<file path="config.mk">
export PLATFORM = sky130hd
export DESIGN_NAME = text_command_keyword_matcher
export DESIGN_NICKNAME = d
export VERILOG_FILES = /design/src/rtl/kwm_pkg.sv /design/src/rtl/text_command_keyword_matcher.sv /design/src/rtl/kwm_core.sv
export SDC_FILE = /design/constraint.sdc
export NUM_CORES = 1
export LEC_CHECK = 0
export BUFFER_PORTS_ARGS = -buffer_cell sky130_fd_sc_hd__buf_4
export CAP_MARGIN = 15
export CORE_MARGIN = 8
export CORE_UTILIZATION = 55
export DETAILED_ROUTE_END_ITERATION = 10
export PLACE_DENSITY = 0.84
export RECOVER_POWER = 50
export SLEW_MARGIN = 20
export SYNTH_ARGS = -nofsm -noshare
export SYNTH_HDL_FRONTEND = slang
export SYNTH_SLANG_ARGS = --single-unit
</file>
<file path="constraint.sdc">
create_clock -name clk -period 5.33 [get_ports clk]
set_clock_uncertainty 0.15 [all_clocks]
set_input_delay 1.066 -clock clk [delete_from_list [all_inputs] [get_ports clk]]
set_output_delay 1.066 -clock clk [all_outputs]
set_load 0.01 [all_outputs]
</file>
<file path="src/rtl/kwm_pkg.sv">
// Shared types, keyword tables and byte classes for the keyword matcher.
package kwm_pkg;

  localparam int unsigned KwCount = 4;
  localparam int unsigned PosW    = 3;
  localparam int unsigned CodeW   = 3;

  typedef enum logic [CodeW-1:0] {
    CMD_NONE  = 3'd0,
    CMD_START = 3'd1,
    CMD_STOP  = 3'd2,
    CMD_INFO  = 3'd3,
    CMD_SNAP  = 3'd4
  } cmd_e;

  typedef struct packed {
    logic               skipping_blanks;
    logic [PosW-1:0]    match_position;
    logic [KwCount-1:0] keywords_alive;
    cmd_e               decided_code;
    logic               decision_final;
  } kwm_state_t;

  localparam kwm_state_t StateReset = '{
    skipping_blanks: 1'b1,
    match_position:  '0,
    keywords_alive:  '1,
    decided_code:    CMD_NONE,
    decision_final:  1'b0
  };

  function automatic logic is_blank(input logic [7:0] c);
    return c inside {8'h20, 8'h09, 8'h0d, 8'h0a};
  endfunction

  function automatic logic [7:0] fold_upper(input logic [7:0] c);
    if (c inside {[8'h61:8'h7a]}) begin
      return c - 8'h20;
    end
    return c;
  endfunction

  function automatic logic [PosW-1:0] kw_len(input logic [1:0] k);
    case (k)
      2'd0:    return 3'd5;
      default: return 3'd4;
    endcase
  endfunction

  function automatic logic [7:0] kw_char(input logic [1:0] k, input logic [PosW-1:0] p);
    logic [39:0] text;
    case (k)
      2'd0:    text = {"S", "T", "A", "R", "T"};
      2'd1:    text = {"S", "T", "O", "P", 8'h00};
      2'd2:    text = {"I", "N", "F", "O", 8'h00};
      default: text = {"S", "N", "A", "P", 8'h00};
    endcase
    case (p)
      3'd0:    return text[39:32];
      3'd1:    return text[31:24];
      3'd2:    return text[23:16];
      3'd3:    return text[15:8];
      3'd4:    return text[7:0];
      default: return 8'h00;
    endcase
  endfunction

endpackage

</file>
<file path="src/rtl/text_command_keyword_matcher.sv">
// The accepted last byte beat passes the input register and then the result register to its command_code beat.
// Throughput: one byte beat per cycle; in_stall rises only while out_stall holds a result.
// Stages: input register, keyword compare step, result register.
// Reset: synchronous rst clears both stages and returns match state to leading-blank skip.
// Match state also returns to reset after every last byte.
module text_command_keyword_matcher (
  input  logic                       clk,
  input  logic                       rst,
  input  logic                       in_valid,
  output logic                       in_stall,
  input  logic [7:0]                 rx_byte,
  input  logic                       last_byte,
  output logic                       out_valid,
  input  logic                       out_stall,
  output logic [kwm_pkg::CodeW-1:0]  command_code
);
  import kwm_pkg::*;

  logic       s1_valid;
  logic [7:0] s1_byte;
  logic       s1_last;
  logic       s1_go;
  logic       out_free;
  logic       fire;
  cmd_e       code;

  assign out_free = !out_valid || !out_stall;
  assign s1_go    = s1_valid && (!s1_last || out_free);
  assign in_stall = s1_valid && !s1_go;

  always_ff @(posedge clk) begin
    if (rst) begin
      s1_valid <= 1'b0;
    end else if (!in_stall) begin
      s1_valid <= in_valid;
    end
  end

  always_ff @(posedge clk) begin
    if (in_valid && !in_stall) begin
      s1_byte <= rx_byte;
      s1_last <= last_byte;
    end
  end

  kwm_core u_core (
    .clk       (clk),
    .rst       (rst),
    .step_en   (s1_go),
    .rx_byte   (s1_byte),
    .last_byte (s1_last),
    .fire      (fire),
    .code      (code)
  );

  always_ff @(posedge clk) begin
    if (rst) begin
      out_valid <= 1'b0;
    end else if (out_free) begin
      out_valid <= s1_go && fire;
    end
  end

  always_ff @(posedge clk) begin
    if (out_free && s1_go && fire) begin
      command_code <= code;
    end
  end

endmodule

</file>
<file path="src/rtl/kwm_core.sv">
// Per-byte keyword compare step and the packet match state register.
module kwm_core (
  input  logic                      clk,
  input  logic                      rst,
  input  logic                      step_en,
  input  logic [7:0]                rx_byte,
  input  logic                      last_byte,
  output logic                      fire,
  output kwm_pkg::cmd_e             code
);
  import kwm_pkg::*;

  kwm_state_t st;
  kwm_state_t st_next;

  always_ff @(posedge clk) begin
    if (rst) begin
      st <= StateReset;
    end else if (step_en) begin
      st <= st_next;
    end
  end

  always_comb begin
    logic [7:0]         up;
    logic [KwCount-1:0] kill;
    logic [KwCount-1:0] hit;
    logic               active;
    logic               term;
    kwm_state_t         upd;
    upd    = st;
    fire   = 1'b0;
    code   = CMD_NONE;
    kill   = '0;
    hit    = '0;
    up     = fold_upper(rx_byte);
    term   = (rx_byte == 8'h00) || is_blank(rx_byte);
    active = !st.decision_final && !(st.skipping_blanks && is_blank(rx_byte));
    for (int k = 0; k < KwCount; k++) begin
      if (st.keywords_alive[k]) begin
        if (st.match_position < kw_len(2'(k))) begin
          kill[k] = (up != kw_char(2'(k), st.match_position));
        end else if (st.match_position == kw_len(2'(k)) && term) begin
          hit[k] = 1'b1;
        end else begin
          kill[k] = 1'b1;
        end
      end
    end
    if (active) begin
      upd.skipping_blanks = 1'b0;
      upd.keywords_alive  = st.keywords_alive & ~kill;
      if (hit != '0) begin
        upd.decision_final = 1'b1;
        for (int k = KwCount - 1; k >= 0; k--) begin
          if (hit[k]) begin
            upd.decided_code = cmd_e'(CodeW'(k + 1));
          end
        end
      end else if (upd.keywords_alive == '0) begin
        upd.decision_final = 1'b1;
        upd.decided_code   = CMD_NONE;
      end
      if (st.match_position != '1) begin
        upd.match_position = st.match_position + 1'b1;
      end
    end
    st_next = upd;
    if (last_byte) begin
      fire = 1'b1;
      if (upd.decision_final) begin
        code = upd.decided_code;
      end else if (!upd.skipping_blanks) begin
        for (int k = KwCount - 1; k >= 0; k--) begin
          if (upd.keywords_alive[k] && kw_len(2'(k)) == upd.match_position) begin
            code = cmd_e'(CodeW'(k + 1));
          end
        end
      end
      st_next = StateReset;
    end
  end

  a_done_not_skipping: assert property (@(posedge clk) disable iff (rst)
    st.decision_final |-> !st.skipping_blanks)
    else $error("decision set while still skipping blanks");

  a_pos_after_blanks: assert property (@(posedge clk) disable iff (rst)
    !st.skipping_blanks |-> st.match_position != '0)
    else $error("compare started without advancing position");

  a_reset_after_packet: assert property (@(posedge clk) disable iff (rst)
    (step_en && last_byte) |=> (st == StateReset))
    else $error("match state not cleared after last beat");

  a_code_range: assert property (@(posedge clk) disable iff (rst)
    fire |-> (code <= CMD_SNAP))
    else $error("command code out of range");

endmodule

</file>
# Word level (Yosys, flattened, before mapping)
# Cells that the tools add are included.
# Widths: inputs -> output; s select.
[totals]
ff_bits = 26
out_inout_bits = 5
input_bits = 13
word_cells = 145
[classes]
magnitude_cmp = 6
bitwise = 2
n_mux = 73
n_reduce_logical = 33
eq_ne = 19
add_sub_neg = 2
[op_table]
columns = ["operator", "n"]
rows = [
  ["$pmux 7 s4", 4],
  ["$mux 3", 29],
  ["$mux 8", 10],
  ["$ne 8x8->1", 4],
  ["$mux 1", 26],
  ["$eq 8x4->1 const B", 3],
  ["$mux 12", 2],
  ["$eq 3x3->1", 6],
  ["$logic_and 1x1->1", 17],
  ["$lt 3x3->1", 4],
  ["$eq 8x6->1 const B", 1],
  ["$ge 8x7->1 const B", 1],
  ["$le 8x7->1 const B", 1],
  ["$logic_not 8->1", 1],
  ["$mux 4", 2],
  ["$reduce_bool 4->1", 2],
  ["$sub 8x6->8 const B", 1],
  ["$logic_not 1->1", 7],
  ["$eq 3x2->1 const B", 2],
  ["$and 4x4->4", 1],
  ["$logic_not 4->1", 1],
  ["$not 4->4", 1],
  ["$add 3x1->3 const B", 1],
  ["$eq 3x1->1 const B", 1],
  ["other kinds (5)", 7],
]

# Logic depth before layout (Yosys ltp)
[depth]
depth_word = 26
ltp_mapped = 11
mapped_depth_nobuf = 10

# By module
# Synthesis repeated with hierarchy kept, for this count alone.
[unflattened]
cells_unflattened = 220
hier_area_um2 = 1929.4
[modules_own_cells]
columns = ["mod", "n_inst", "seq_area_each_um2", "cells_each", "area_per_inst_um2"]
rows = [
  ["kwm_core", 1, 240.2, 195, 1476.4],
  ["text_command_keyword_matcher", 1, 400.4, 25, 452.9],
]

# Worst setup path before layout
# No wires, ideal clock.
[synth_timing]
kind = "register to register"
start = "reg u_core.st[9] in the netlist's numbering"
end = "reg command_code[1] in the netlist's numbering (data pin)"
required_time_ns = 4.924
stages_incl_launch_ff = 12
synth_period_minus_slack_ns = 2.905
setup_time_ns = 0.256
n_path_buf = 1
path_slack_ns = 2.425
arrival_ns = 2.499
path_cell_list = "dfxtp_1 inv_1 ha_1 clkbuf_1 nor3_1 nor2_1 a211o_1 a211oi_2 a221oi_2 o41ai_4 mux2i_1 nor2_1"
[synth_via]
elab_chain_len = 16
elab_cells_between_ends = 82
cone_classes = "1 x add/sub; 4 x order compare; 15 x eq/ne; 49 x mux; 2 x bitwise; 11 x reduce/logical"
[synth_lines]
columns = ["item", "line_no", "text"]
rows = [
  ["start, declared", "kwm_core.sv:13", "kwm_state_t st;"],
  ["start signal, assigned", "kwm_core.sv:18", "st <= StateReset;"],
  ["start signal, assigned", "kwm_core.sv:20", "st <= st_next;"],
  ["$eq 3x2->1, or another cell as far along", "kwm_pkg.sv:58", "case (p)"],
  ["$pmux 7 s4", "kwm_pkg.sv:58", ""],
  ["$mux 8", "kwm_core.sv:41", "if (st.match_position < kw_len(2'(k))) begin"],
  ["$mux 8", "kwm_core.sv:40", "if (st.keywords_alive[k]) begin"],
  ["$ne 8x8->1", "kwm_core.sv:42", "kill[k] = (up != kw_char(2'(k), st.match_position));"],
  ["$mux 1", "kwm_core.sv:41", ""],
  ["$mux 1", "kwm_core.sv:40", ""],
  ["$not 4->4", "kwm_core.sv:52", "upd.keywords_alive = st.keywords_alive & ~kill;"],
  ["$and 4x4->4", "kwm_core.sv:52", ""],
  ["$mux 12 *", "kwm_core.sv:50", "if (active) begin"],
  ["$logic_and 1x1->1", "kwm_core.sv:75", "if (upd.keywords_alive[k] && kw_len(2'(k)) == upd.match_position) begin"],
  ["$mux 3 (3 in series)", "kwm_core.sv:75", ""],
  ["$mux 3", "kwm_core.sv:73", "end else if (!upd.skipping_blanks) begin"],
  ["$mux 3 *", "kwm_core.sv:71", "if (upd.decision_final) begin"],
  ["end signal, assigned", "text_command_keyword_matcher.sv:66", "command_code <= code;"],
  ["end, declared", "text_command_keyword_matcher.sv:15", "output logic [kwm_pkg::CodeW-1:0] command_code"],
]
# Mark *: on every way between the ends. The rest lies on a longest branch, timed or not. The select of a mux whose other input is x is not followed.
# A chain may end at the register's enable or synchronous reset.

# Final worst setup path
# Ends and elaborated chain as after synthesis.

==> qor.yml <==
global_route:
  grt_pass1_vias: 1788
  grt_max_degree: 20
  antenna_found_initial: 0
  grt-ovfl-total: 0
  grt_first_pass_wirelength_um: 8660
  grt_usage: 0.178
floorplan:
  die-area_um2: 5890
  start_util: 0.562
  chipWidth_um: 76.7
  ioPinCount: 18
  row_count: 22
  die_height_um: 76.7
  core_um2: 3610
logic_synthesis:
  synth_edf_count: 12
  synth_area_um2: 2030
  synth_seq_area_share: 0.316
  ys_types: 55
  synth_nets: 262
  yosys_warnings: 0
  synth_flop_cell: "dfxtp_1"
  netlist_instances: 243
  ys_seq_elements: 26
  syn_avg_cell_area_um2: 8.35
  async_flop_share: 0
power:
  vdd_ir_drop_max_mv: 0.165
  p_seq_frac: 0.537
  switchingPower_mw: 0.124
  power_frac_comb: 0.168
  power_mw: 0.439
  p_per_area_nw_per_um2: 200
  leakagePower_nw: 0.815
  clock_power_share: 0.295
  switching_share: 0.281
  p_int_mw: 0.315
layout:
  nets: 273
  area_delta_synth_final_pct: 8.45
  final_cells: 301
  drive_above_1_share: 0.107
  n_antenna_cell: 0
  fin_util: 0.610
  final_area_um2: 2200
sta:
  fin_ws_ns: 1.90
  tightest_slew_ns: 0.686
  rsz0062_at_grt: "false"
  slew_violations: 0
  clock.fmax_ghz: 0.292
  relSlewSlack: 0.541
  hold_slack_ns: 0.340
  setup-tns-final_ns: 0
  setup_viol: 0
  period_share: 0.643
  period_needed_ns: 3.43
  hold_violations: 0
placed_design:
  post-place-ws_ns: 2.02
  dp_cells: 297
  hpwl_um: 3930
  post_dp_cell_area_um2: 2160
  io_buffers: 17
  place_congestion: 1.00
drt:
  routed-via-count: 1977
  routed_wl_um: 5270
  dr.first_iter.drc_count: 236
  ant_nets: 0
  remaining_drc_errors: 0
  viasPerCell: 6.57
  first_pass_iters: 5
  wire_per_inst_um: 17.5
clocking:
  postCtsSetupBuffers: 0
  cts_tree: "done"
  cts_max_path_buffers: 2
  hold_buffers: 0
  clk_pin_slew_ns: 0.09
  insertion_delay_ns: 0.28
  cts_root_buf: "clkbuf_8"
  cts_buffers: 3
  clock_sinks: 26
  h-tree-depth: 1
  ctsResizeCount: 0
setup_path:
  setup.worst_path.end: "command_code[1]"
  required_ns: 5.22
  cp-start-kind: "flip-flop"
  cp_max_fo: 11
  reg2reg_from: "u_core.st[9]"
  worstRegToRegCells: 10
  r2r_end: "command_code[1]"
  cp-startpoint: "u_core.st[9]"
  cp.arrival_ns: 3.32
  rrSetupSlack_ns: 1.90
  worstSetupPathType: "flip-flop to flip-flop"
  crit_path_end_kind: "flip-flop"
job:
  cap_violations: 0
min_path:
  hp-class: "flip-flop to flip-flop"
  whs_path_depth: 1
status:
  status: "complete, no violations"
-- per-layer routing --
metal | routed length [µm] | vias to the layer above | part of all wire | GRT usage
met3 | 517 | 14 | 0.098 | 0.0280
met5 | 0 | - | 0 | 0
li1 | - | 934 | - | -
met4 | 112 | 0 | 0.021 | 0.0865
met1 | 2050 | 907 | 0.39 | 0.214
met2 | 2580 | 122 | 0.49 | 0.299
-- Yosys cell counts (all sizes together), types with 2 or more instances --
| library cell | n | area (µm²) |
|---|---|---|
| and2 | 3 | 18.8 |
| a211o | 6 | 52.6 |
| o2111ai | 4 | 35.0 |
| o211ai | 2 | 15.0 |
| a221oi | 4 | 47.6 |
| a211oi | 8 | 65.1 |
| buf | 4 | 26.3 |
| nor3 | 8 | 40.0 |
| dfxtp | 14 | 280 |
| a22o | 3 | 26.3 |
| nand2 | 18 | 67.6 |
| nor4 | 2 | 27.5 |
| ha | 6 | 75.1 |
| nor3b | 3 | 22.5 |
| or3 | 2 | 17.5 |
| and3 | 2 | 12.5 |
| nand4 | 5 | 31.3 |
| nand3 | 8 | 40.0 |
| mux2i | 4 | 40.0 |
| edfxtp | 12 | 360 |
| xnor2 | 3 | 26.3 |
| nand2b | 7 | 43.8 |
| o21a | 4 | 30.0 |
| a31oi | 2 | 12.5 |
| inv | 15 | 56.3 |
| a32oi | 2 | 17.5 |
| nor2b | 7 | 43.8 |
| o21ai | 14 | 70.1 |
| clkbuf | 7 | 26.3 |
| nor2 | 22 | 82.6 |
| a21oi | 21 | 105 |
| or2 | 2 | 12.5 |
| a21o | 4 | 30.0 |
-- registers in the layout, indices dropped and copies added, names as in the netlist --
register and count:
s1_byte 8, command_code 3, s1_last 1, s1_valid 1, out_valid 1, u_core.st 12
-- power groups by stage --
| stage | Sequential [mW] | Clock, mW | Combinational, mW |
|---|---|---|---|
| after floorplan | 0.231 | 0 | 0.0584 |
| after global placement | 0.239 | 0 | 0.0718 |
| after detailed placement | 0.240 | 0 | 0.0734 |
| after CTS | 0.235 | 0.129 | 0.0742 |
| after global routing | 0.237 | 0.137 | 0.0807 |
| final | 0.236 | 0.129 | 0.0738 |
-- final cells by class --
type	count	area, µm²
multi-input cells	191	1280
clock buffers	4	55.1
fillers	328	1410
well taps	48	60.1
inverters	15	56.3
flip-flops and latches	26	641
repair buffers	17	109
-- critical path, cell delays in order, from the launching register on --
cell	delay, ns
dfxtp_1	0.51
inv_1	0.13
ha_1	0.35
nor3_1	0.43
nor2_1	0.12
a211o_1	0.31
a211oi_2	0.30
a221oi_2	0.11
o41ai_4	0.47
mux2i_1	0.25
nor2_1	0.05
-- worst min path at each step --
stage,start,endpoint,slack [ns]
detailed placement,u_core.st[3],u_core.st[3],0.32
floorplan,u_core.st[3],u_core.st[3],0.30
CTS,u_core.st[3],u_core.st[3],0.34
finish,u_core.st[3],u_core.st[3],0.34
global placement,u_core.st[1],u_core.st[1],0.32
global route,out_valid,out_valid,0.37
-- logic make-up (layout without fill, tap and decap cells) --
group / Yosys count / after routing / share of synthesized area
DFF: 26 / 26 / 0.316
and+or+nand+nor: 93 / 93 / 0.244
AOI/OAI and AO/OA: 83 / 83 / 0.307
buffers and inverters: 26 / 36 / 0.0537
xor gates and xnor gates: 4 / 4 / 0.0173
muxes: 5 / 5 / 0.0253
adders and majority gates: 6 / 6 / 0.0370
-- placed cells by master, fill, tap and decap left out, types with 7 or more instances in the layout --
master | synthesis | routed
a211oi_1 | 7 | 7
a21oi_1 | 21 | 21
clkbuf_4 | 0 | 9
dfxtp_1 | 14 | 14
edfxtp_1 | 12 | 12
inv_1 | 14 | 14
nand2_1 | 18 | 18
nand2b_1 | 7 | 7
nand3_1 | 8 | 8
nor2_1 | 22 | 22
nor2b_1 | 7 | 7
nor3_1 | 8 | 8
o21ai_0 | 8 | 8
No activity file was read; power rests on OpenSTA's default activity.
